[src/rtl/core/tcc_pkg.sv]
// Shared types, register indexes and constants for the terrain column classifier.
package tcc_pkg;

    localparam int unsigned GroundToleranceMm = 80;

    // Reciprocal of five, scaled by two to the power RecipShift, for the 0.8 threshold.
    localparam int unsigned RecipShift = 21;
    localparam logic [18:0] RecipFive = 19'd419431;

    typedef enum logic [2:0] {
        REG_ROBOT_TALL        = 3'd0,
        REG_SLOPE_SPAN_MAX    = 3'd1,
        REG_STEP_SPAN_MIN     = 3'd2,
        REG_STEP_SPAN_MAX     = 3'd3,
        REG_TALL_OBSTACLE_MIN = 3'd4,
        REG_DENSE_OCCUPANCY   = 3'd5,
        REG_SLOPE_NORMAL_MIN  = 3'd6,
        REG_WALL_NORMAL_MAX   = 3'd7
    } reg_idx_t;

    typedef enum logic [1:0] {
        CLASS_FREE = 2'd0,
        CLASS_STEP = 2'd1,
        CLASS_OBST = 2'd2
    } cell_class_t;

    typedef enum logic [1:0] {
        PRIOR_UNKNOWN = 2'd0,
        PRIOR_STEP    = 2'd1,
        PRIOR_FREE    = 2'd2
    } prior_mark_t;

    typedef struct packed {
        logic [11:0] robot_tall;
        logic [10:0] slope_span_max;
        logic [10:0] step_span_min;
        logic [10:0] step_span_max;
        logic [11:0] tall_obstacle_min;
        logic [15:0] dense_occupancy;
        logic [15:0] slope_normal_min;
        logic [15:0] wall_normal_max;
    } cfg_t;

    // Rule outcomes that need no height arithmetic, worked out in the first stage.
    typedef struct packed {
        logic prior_step;
        logic prior_free;
        logic few_points;
        logic slope_normal;
        logic wall_normal;
        logic gentle_normal;
        logic dense_wide;
        logic span_small;
        logic edge_drop;
        logic mid_normal;
    } flags_t;

endpackage

[src/rtl/core/tcc_regs.sv]
// Configuration register file for the terrain column classifier.
module tcc_regs (
    input  logic               clk,
    input  logic               rst_n,
    input  logic               cfg_we,
    input  logic [2:0]         cfg_index,
    input  logic [15:0]        cfg_data,
    output tcc_pkg::cfg_t      cfg
);

    tcc_pkg::cfg_t cfg_reg;
    tcc_pkg::cfg_t cfg_next;

    always_comb
    begin
        cfg_next = cfg_reg;
        if (cfg_we)
        begin
            case (tcc_pkg::reg_idx_t'(cfg_index))
                tcc_pkg::REG_ROBOT_TALL:        cfg_next.robot_tall        = cfg_data[11:0];
                tcc_pkg::REG_SLOPE_SPAN_MAX:    cfg_next.slope_span_max    = cfg_data[10:0];
                tcc_pkg::REG_STEP_SPAN_MIN:     cfg_next.step_span_min     = cfg_data[10:0];
                tcc_pkg::REG_STEP_SPAN_MAX:     cfg_next.step_span_max     = cfg_data[10:0];
                tcc_pkg::REG_TALL_OBSTACLE_MIN: cfg_next.tall_obstacle_min = cfg_data[11:0];
                tcc_pkg::REG_DENSE_OCCUPANCY:   cfg_next.dense_occupancy   = cfg_data;
                tcc_pkg::REG_SLOPE_NORMAL_MIN:  cfg_next.slope_normal_min  = cfg_data;
                tcc_pkg::REG_WALL_NORMAL_MAX:   cfg_next.wall_normal_max   = cfg_data;
                default:                        cfg_next = cfg_reg;
            endcase
        end
    end

    always_ff @(posedge clk or negedge rst_n)
    begin
        if (!rst_n)
        begin
            cfg_reg.robot_tall        <= 12'd500;
            cfg_reg.slope_span_max    <= 11'd80;
            cfg_reg.step_span_min     <= 11'd120;
            cfg_reg.step_span_max     <= 11'd230;
            cfg_reg.tall_obstacle_min <= 12'd250;
            cfg_reg.dense_occupancy   <= 16'd128;
            cfg_reg.slope_normal_min  <= 16'd28377;
            cfg_reg.wall_normal_max   <= 16'd16384;
        end
        else
        begin
            cfg_reg <= cfg_next;
        end
    end

    assign cfg = cfg_reg;

endmodule

[src/rtl/core/tcc_pipe.sv]
// Three-stage classification pipeline: flags, height levels, rule chain.
module tcc_pipe (
    input  logic               clk,
    input  logic               rst_n,
    input  tcc_pkg::cfg_t      cfg,
    input  logic               in_valid,
    output logic               in_ready,
    input  logic signed [15:0] robot_z,
    input  logic [9:0]         leg_offset,
    input  logic signed [15:0] column_low,
    input  logic signed [15:0] column_high,
    input  logic [15:0]        height_span,
    input  logic [15:0]        point_total,
    input  logic [15:0]        occupancy,
    input  logic               normal_ok,
    input  logic [15:0]        normal_up,
    input  logic               cliff_mark,
    input  logic               lower_known,
    input  logic [1:0]         prior_mark,
    output logic               out_valid,
    input  logic               out_ready,
    output logic [1:0]         cell_class
);

    // Stage valid bits and per-stage readiness.
    logic v1_reg, v2_reg, v3_reg;
    logic rdy1, rdy2, rdy3;

    // Stage 1 payload.
    tcc_pkg::flags_t    f1_reg, f1_next;
    logic signed [16:0] bottom1_reg, bottom1_next;
    logic signed [15:0] low1_reg, high1_reg;
    logic [15:0]        occ1_reg;
    logic [15:0]        thr1_reg, thr1_next;
    logic [36:0]        thr_prod;

    // Stage 2 payload.
    tcc_pkg::flags_t    f2_reg;
    logic               mid_free2_reg, mid_free2_next;
    logic signed [17:0] top2_reg, top2_next;
    logic signed [17:0] ground2_reg, ground2_next;
    logic signed [17:0] slope_lim2_reg, slope_lim2_next;
    logic signed [17:0] step_lim2_reg, step_lim2_next;
    logic signed [15:0] low2_reg, high2_reg;

    // Stage 3 result.
    tcc_pkg::cell_class_t class3_reg, class3_next;

    logic signed [16:0] rz_ext, leg_ext, bottom_ext;
    logic signed [17:0] bottom_wide, low_wide, high_wide;
    logic               blocks, above_top, low_le_slope, low_le_step;

    assign rdy3     = !v3_reg || out_ready;
    assign rdy2     = !v2_reg || rdy3;
    assign rdy1     = !v1_reg || rdy2;
    assign in_ready = rdy1;

    // Stage 1: robot bottom, span and normal tests, occupancy threshold.
    assign rz_ext       = {robot_z[15], robot_z};
    assign leg_ext      = {7'd0, leg_offset};
    assign bottom1_next = rz_ext - leg_ext;

    // floor(dense * 4 / 5) through a scaled reciprocal; exact for every 16-bit value.
    assign thr_prod  = {19'd0, cfg.dense_occupancy, 2'b00} * {18'd0, tcc_pkg::RecipFive};
    assign thr1_next = thr_prod[tcc_pkg::RecipShift +: 16];

    always_comb
    begin
        f1_next.prior_step    = (prior_mark == tcc_pkg::PRIOR_STEP);
        f1_next.prior_free    = (prior_mark == tcc_pkg::PRIOR_FREE);
        f1_next.few_points    = (point_total < 16'd2);
        f1_next.slope_normal  = normal_ok && (normal_up >= cfg.slope_normal_min);
        f1_next.wall_normal   = normal_ok && (normal_up < cfg.wall_normal_max);
        f1_next.gentle_normal = normal_ok && (normal_up >= cfg.wall_normal_max);
        f1_next.dense_wide    = (occupancy > cfg.dense_occupancy)
                                && (height_span > {5'd0, cfg.slope_span_max});
        f1_next.span_small    = (height_span < {5'd0, cfg.slope_span_max});
        f1_next.edge_drop     = cliff_mark && lower_known;
        f1_next.mid_normal    = normal_ok && (normal_up >= cfg.wall_normal_max)
                                && (normal_up < cfg.slope_normal_min);
    end

    // Stage 2: robot top, ground level, the two platform limits and the mid-normal occupancy test.
    assign bottom_ext      = bottom1_reg;
    assign bottom_wide     = {bottom_ext[16], bottom_ext};
    assign top2_next       = bottom_wide + $signed({6'd0, cfg.robot_tall});
    assign ground2_next    = bottom_wide + 18'(tcc_pkg::GroundToleranceMm);
    assign slope_lim2_next = bottom_wide + 18'(tcc_pkg::GroundToleranceMm)
                             + $signed({7'd0, cfg.slope_span_max});
    assign step_lim2_next  = bottom_wide + 18'(tcc_pkg::GroundToleranceMm)
                             + $signed({7'd0, cfg.step_span_max});
    assign mid_free2_next  = f1_reg.mid_normal && (occ1_reg < thr1_reg);

    // Stage 3: height compares and the ordered rule chain.
    assign low_wide     = {{2{low2_reg[15]}}, low2_reg};
    assign high_wide    = {{2{high2_reg[15]}}, high2_reg};
    assign blocks       = (low_wide < top2_reg) && (high_wide > ground2_reg);
    assign above_top    = (low_wide > top2_reg);
    assign low_le_slope = (low_wide <= slope_lim2_reg);
    assign low_le_step  = (low_wide <= step_lim2_reg);

    always_comb
    begin
        if (f2_reg.prior_step)
            class3_next = tcc_pkg::CLASS_STEP;
        else if (f2_reg.prior_free)
            class3_next = tcc_pkg::CLASS_FREE;
        else if (f2_reg.few_points || above_top)
            class3_next = tcc_pkg::CLASS_FREE;
        else if (f2_reg.slope_normal && low_le_slope)
            class3_next = tcc_pkg::CLASS_FREE;
        else if (f2_reg.slope_normal && low_le_step)
            class3_next = tcc_pkg::CLASS_STEP;
        else if (f2_reg.dense_wide && !f2_reg.gentle_normal && blocks)
            class3_next = tcc_pkg::CLASS_OBST;
        else if (f2_reg.wall_normal && blocks)
            class3_next = tcc_pkg::CLASS_OBST;
        else if (f2_reg.span_small)
            class3_next = tcc_pkg::CLASS_FREE;
        else if (f2_reg.edge_drop)
            class3_next = tcc_pkg::CLASS_STEP;
        else if (mid_free2_reg)
            class3_next = tcc_pkg::CLASS_FREE;
        else
            // Step range, tall obstacle and the default all reduce to the passage test.
            class3_next = blocks ? tcc_pkg::CLASS_OBST : tcc_pkg::CLASS_FREE;
    end

    always_ff @(posedge clk or negedge rst_n)
    begin
        if (!rst_n)
        begin
            v1_reg <= 1'b0;
            v2_reg <= 1'b0;
            v3_reg <= 1'b0;
        end
        else
        begin
            if (rdy1)
                v1_reg <= in_valid;
            if (rdy2)
                v2_reg <= v1_reg;
            if (rdy3)
                v3_reg <= v2_reg;
        end
    end

    always_ff @(posedge clk)
    begin
        if (rdy1 && in_valid)
        begin
            f1_reg      <= f1_next;
            bottom1_reg <= bottom1_next;
            low1_reg    <= column_low;
            high1_reg   <= column_high;
            occ1_reg    <= occupancy;
            thr1_reg    <= thr1_next;
        end
        if (rdy2 && v1_reg)
        begin
            f2_reg         <= f1_reg;
            mid_free2_reg  <= mid_free2_next;
            top2_reg       <= top2_next;
            ground2_reg    <= ground2_next;
            slope_lim2_reg <= slope_lim2_next;
            step_lim2_reg  <= step_lim2_next;
            low2_reg       <= low1_reg;
            high2_reg      <= high1_reg;
        end
        if (rdy3 && v2_reg)
            class3_reg <= class3_next;
    end

    assign out_valid  = v3_reg;
    assign cell_class = class3_reg;

endmodule

[src/rtl/core/terrain_column_classifier_top.sv]
// Top level of the terrain column classifier: register file and classification pipeline.
//
// One input transfer carries a map column's height statistics together with the robot
// height and leg offset; one output transfer returns its class (free, step or obstacle).
// Both channels use valid and ready. Configuration is written through cfg_we, cfg_index
// and cfg_data, one register per cycle with no wait. The user must write only while the block
// is idle; the block itself does not enforce it. An input passes the stage 1, stage 2 and
// stage 3 registers before out_valid rises. The first stage forms the robot bottom and the
// threshold tests, the second the top, ground and platform limits, the third the height
// compares and the rule chain, whose result register drives the output. Throughput is one
// column per cycle while out_ready stays high; every stage carries its own valid bit.
// When the receiver stalls, results stay in their stages and in_ready falls only once
// all three stages hold a column; nothing is dropped or repeated.
// Reset clears all valid bits and loads the register defaults (robot height 500 mm,
// slope span 80 mm, step range 120 to 230 mm, tall obstacle 250 mm, dense occupancy
// 0.5, slope normal 0.866, wall normal 0.5).
module terrain_column_classifier_top (
    input  logic               clk,
    input  logic               rst_n,
    input  logic               cfg_we,
    input  logic [2:0]         cfg_index,
    input  logic [15:0]        cfg_data,
    input  logic               in_valid,
    output logic               in_ready,
    input  logic signed [15:0] robot_z,
    input  logic [9:0]         leg_offset,
    input  logic signed [15:0] column_low,
    input  logic signed [15:0] column_high,
    input  logic [15:0]        height_span,
    input  logic [15:0]        point_total,
    input  logic [15:0]        occupancy,
    input  logic               normal_ok,
    input  logic [15:0]        normal_up,
    input  logic               cliff_mark,
    input  logic               lower_known,
    input  logic [1:0]         prior_mark,
    output logic               out_valid,
    input  logic               out_ready,
    output logic [1:0]         cell_class
);

    tcc_pkg::cfg_t cfg;

    tcc_regs u_regs (
        .clk       (clk),
        .rst_n     (rst_n),
        .cfg_we    (cfg_we),
        .cfg_index (cfg_index),
        .cfg_data  (cfg_data),
        .cfg       (cfg)
    );

    tcc_pipe u_pipe (
        .clk         (clk),
        .rst_n       (rst_n),
        .cfg         (cfg),
        .in_valid    (in_valid),
        .in_ready    (in_ready),
        .robot_z     (robot_z),
        .leg_offset  (leg_offset),
        .column_low  (column_low),
        .column_high (column_high),
        .height_span (height_span),
        .point_total (point_total),
        .occupancy   (occupancy),
        .normal_ok   (normal_ok),
        .normal_up   (normal_up),
        .cliff_mark  (cliff_mark),
        .lower_known (lower_known),
        .prior_mark  (prior_mark),
        .out_valid   (out_valid),
        .out_ready   (out_ready),
        .cell_class  (cell_class)
    );

endmodule

[config.mk]
export PLATFORM = sky130hd
export DESIGN_NAME = terrain_column_classifier_top
export DESIGN_NICKNAME = d
export VERILOG_FILES = /design/src/rtl/core/tcc_pkg.sv /design/src/rtl/core/tcc_regs.sv /design/src/rtl/core/tcc_pipe.sv /design/src/rtl/core/terrain_column_classifier_top.sv
export SDC_FILE = /design/constraint.sdc
export NUM_CORES = 1
export LEC_CHECK = 0
export BUFFER_PORTS_ARGS = -buffer_cell sky130_fd_sc_hd__clkbuf_2
export CORE_MARGIN = 2
export CORE_UTILIZATION = 50
export DETAILED_ROUTE_END_ITERATION = 6
export PLACE_DENSITY = 0.71
export RECOVER_POWER = 50
export SYNTH_ARGS = -nofsm -noshare
export SYNTH_HDL_FRONTEND = slang
export SYNTH_SLANG_ARGS = --single-unit
[constraint.sdc]
create_clock -name clk -period 6.25 [get_ports clk]
set_input_delay 0.9375 -clock clk [delete_from_list [all_inputs] [get_ports clk]]
set_output_delay 0.9375 -clock clk [all_outputs]
set_load 0.01 [all_outputs]
* Word level (Yosys, flattened, before mapping)
Index checks and enable logic that the tools add are counted. Widths: inputs -> output; s select.
Word-level totals: register bits after elaboration 292, output and inout port bits 4, word-level logic and storage cells 111
Cells by class: add/sub/neg operators 5, multipliers 1, magnitude comparators 14, equal/unequal tests 7, multiplexer cells 10, reduce and logical (&&, ||, !) cells 32
Operators with widths (number):
- $lt 16x16->1 | 3
- $add 18x11->18 | 2
- $gt 16x18->1 | 2
- $le 16x18->1 | 2
- $mul 16x19->35 const B | 1
- $ge 16x16->1 | 2
- $add 17x13->18 | 1
- $add 17x8->18 const B | 1
- $lt 16x18->1 | 1
- $sub 16x11->17 | 1
- $gt 16x11->1 | 1
- $gt 16x16->1 | 1
- $logic_and 1x1->1 | 16
- $lt 16x11->1 | 1
- $lt 16x2->1 const B | 1
- $mux 2 | 6
- $reduce_and 2->1 | 6
- $eq 3x3->1 const B | 3
- $reduce_or 5->1 | 1
- $logic_not 1->1 | 4
- $logic_or 1x1->1 | 4
- $mux 1 | 4
- $eq 3x1->1 const B | 1
- $eq 3x2->1 const B | 1
- 3 further kinds | 3

* Depth between registers and ports, before layout
depth in word-level cells 12, mapped depth 21, mapped depth without buffers 21

* Hierarchy
A second synthesis with hierarchy kept.
Second synthesis, totals: cells, all modules 1793, area, all modules 21241.6 um^2
Modules (own cells, without submodules):
- tcc_pipe | times used 1, cells an instance 1563, area each 17032.6 um^2, seq. area each 6291.0 um^2
- tcc_regs | times used 1, cells an instance 230, area each 4209.0 um^2, seq. area each 2671.3 um^2

* Worst setup path after synthesis
Ideal clock, no wire load.
path kind register -> register, from register u_regs.cfg_reg (netlist bit u_regs.cfg[45]), to register u_pipe.thr1_reg[6], data pin, library setup time 0.258 ns, arrival 5.404 ns, required time 5.992 ns, slack 0.587 ns, stages on the path, launching flop included 20, buffers on the path 0, period minus slack after synthesis 5.663 ns, cell sequence dfrtp_1 fa_1 inv_1 fa_1 inv_1 fa_1 inv_1 fa_1 fa_1 fa_1 inv_1 ha_1 nand3_2 a211o_1 a21bo_1 a311o_2 a31oi_4 a21oi_2 o21ba_1 xnor2_1
Between the ends: cells in the longest elaborated chain, start to end 1
RTL lines:
- from (decl) | RTL line tcc_regs.sv:11 | tcc_pkg::cfg_t cfg_reg;
- from (signal assigned) | RTL line tcc_regs.sv:48 | cfg_reg <= cfg_next;
- $mul 16x19->35 | RTL line tcc_pipe.sv:64 | assign thr_prod = {19'd0, cfg.dense_occupancy, 2'b00} * {18'd0, tcc_pkg::RecipFive};
- named net u_pipe.thr_prod[27] | RTL line tcc_pipe.sv:35 | logic [36:0] thr_prod;
- to (signal assigned) | RTL line tcc_pipe.sv:157 | thr1_reg <= thr1_next;
- to (decl) | RTL line tcc_pipe.sv:34 | logic [15:0] thr1_reg, thr1_next;
The timed path passes the listed nets, and every way through them passes these cells. A chain may end at the register's enable or synchronous reset.

* Final worst setup path
from register u_regs.cfg_reg (netlist bit u_regs.cfg[46]), to register u_pipe.thr1_reg[6], data pin
Same word-level chain as after synthesis.

==> out/results.txt <==
total CTS buffers: 36
Tightest Hold Check Type: reg2reg
total die area: 0.0421 mm2
most frequent cells in the layout: inv_1, ha_1, edfxtp_1, clkbuf_2, a21oi_1
clk root buf: clkbuf_16
Max Slew Vio Count: 182
clk sinks: 292
failing checks: max-capacitance violations, max-slew violations
clock skew: 0.0142 ns
Worst Path Class, Setup: reg2reg
# H-tree levels: 2
diode count: 0
CP Launch Type: flop
gp weighted congestion: 0.908
Syn Nets: 2328
FFs w/ async S/R, synth: 0.291
IO Count: 155
Clock transition at path regs: 0.06 ns
Routed WL: 45700 um
DP Wirelength: 36800 um
Row Count: 73
fmax: 169 MHz
DIE WIDTH: 205 um
minimum clock period after layout: 5.93 ns
sequential fraction of the synthesis area: 0.414
Antenna Violating Nets Remaining: 0
critical path arrival: 6.22 ns
final setup fails: 0
vias per inst: 5.36
core area: 0.0398 mm2
Vias: 13500
nets: 2521
clk buf depth: 3
worst-path maximum fanout: 5
RSZ-0062 raised after global routing: yes
worst relative slew slack: -1.62
most common cell after layout, fill and taps aside: inv_1
Hold Fails Final Rpt: 0
Starting Density: 0.508
Final period util: 0.949
Cell variety after synth: 67
Layout Area Growth over Synthesis: 12.9%
drt pass-1 iters: 5
Post-Syn Instances: 1779
initial antenna violation count: 2
Avg Inst Size Synth: 11.4 um2
Worst-Skew Late Latency: 0.55 ns
postcts setup bufs: 0
number of global-route vias before repair: 13800
Synth Register Bits: 292
YS warnings: 0
CP required: 6.54 ns
setup TNS: 0 ns
top-area cell type share of the netlist area: 0.307
CTS tree: built
Main synth FF type: edfxtp_1
EDFF count, synth: 207
Max Cap Viol: 3
post-CTS resize count: 0
Hold Buf Count CTS: 0
global-route wire length before repair: 72100 um
largest cells by area after synthesis: edfxtp_1, ha_1, fa_1, dfrtp_1, inv_1
kind of end point of the critical path: flop
drt wl/cell: 18.1 um
IO Port Bufs: 153
DRC: 0
pin count of the biggest net entering global routing: 71
share of cells above drive strength 1: 0.160
outcome: finished, violations left
worst slew pin tran: 3.92 ns
initial drt markers: 566
max reg flops: 82
synthesized area: 0.0202 mm2
Die Span Y: 205 um
Global Route Usage Sum: 0.225
Yosys top cell by area: edfxtp_1
GRT overflow: 0
-- metal layers --
metal / vias to the layer above / GRT usage / wire length (um)
li1: 6586 / - / -
met3: 82 / 0.0290 / 1800
met2: 262 / 0.390 / 22500
met4: 0 / 0.0874 / 1600
met1: 6600 / 0.285 / 19800
met5: - / 0 / 0
-- kinds of logic (layout without fill, tap and decap cells) --
family / after synthesis / after routing / share of synthesized area
AOI/OAI and AO/OA: 276 / 276 / 0.0885
buffers and inverters: 349 / 569 / 0.0648
xor gates and xnor gates: 81 / 81 / 0.0351
muxes: 72 / 72 / 0.0400
DFF: 292 / 292 / 0.414
adders and majority gates: 398 / 398 / 0.278
and+or+nand+nor: 311 / 311 / 0.0792
-- Yosys cell counts, drive strengths merged (4+ instances only) --
master,number
inv,338
ha,311
edfxtp,207
a21oi,89
fa,87
nand2,75
mux2,71
dfrtp,60
o21ai,60
xnor2,54
nor2,51
a21o,43
nor3,30
nand3,29
nand4,28
nor2b,28
xor2,27
dfstp,25
o21a,15
a211oi,14
nand2b,13
clkbuf,11
nor4,10
and3,8
or3,8
a31oi,7
o211ai,7
and2,6
o2111ai,6
or2,6
nand4b,5
a2111oi,4
and4,4
o21bai,4
-- critical path, stage by stage, from the launching register on --
cell and delay, ns:
dfrtp_1 0.44, fa_1 0.53, inv_1 0.05, fa_1 0.48
inv_1 0.06, fa_1 0.51, inv_1 0.05, fa_1 0.50
fa_1 0.54, fa_1 0.55, inv_1 0.04, ha_1 0.29
nand3_2 0.11, a211o_1 0.29, a21bo_1 0.20, a311o_2 0.40
a31oi_4 0.21, a21oi_2 0.11, o21ba_1 0.20, xnor2_1 0.12
-- per-stage QoR --
stage	cells	area (um2)	hold WS (ns)	utilization	worst slack (ns)
after floorplan	1779	20200	0.400	-	0.587
after global placement	2459	21700	0.404	0.546	0.352
after detailed placement	2459	21700	0.405	0.546	0.299
after CTS	2524	22900	0.238	0.575	0.264
after global routing	2524	22800	0.425	0.573	0.00250
final	2524	22800	0.416	0.573	0.320
-- layout make-up --
type / count / area (um2)
clock buffer: 42 / 963
clock inverter: 23 / 199
fill: 3402 / 17000
inverter: 338 / 1270
multi-input combinational: 1138 / 10600
sequential: 292 / 8370
tap: 525 / 657
timing repair buffer: 166 / 825
-- worst paths after layout --
path	from	end	slack, ns	cells past startpoint
min in group asynchronous	rst_n	u_pipe.out_valid	0.52	1
max in group asynchronous	rst_n	u_regs.cfg[36]	1.56	2
hold reg to reg	u_pipe.high1_reg[3]	u_pipe.high2_reg[3]	0.42	0
setup / recovery	u_regs.cfg[46]	u_pipe.thr1_reg[6]	0.32	19
setup reg to reg	u_regs.cfg[46]	u_pipe.thr1_reg[6]	0.32	19
hold / removal	u_pipe.high1_reg[3]	u_pipe.high2_reg[3]	0.42	0
Power is left out: the tool's default activity adds up to more than one toggle a clock period on the data nets, which glitch-free logic cannot reach.
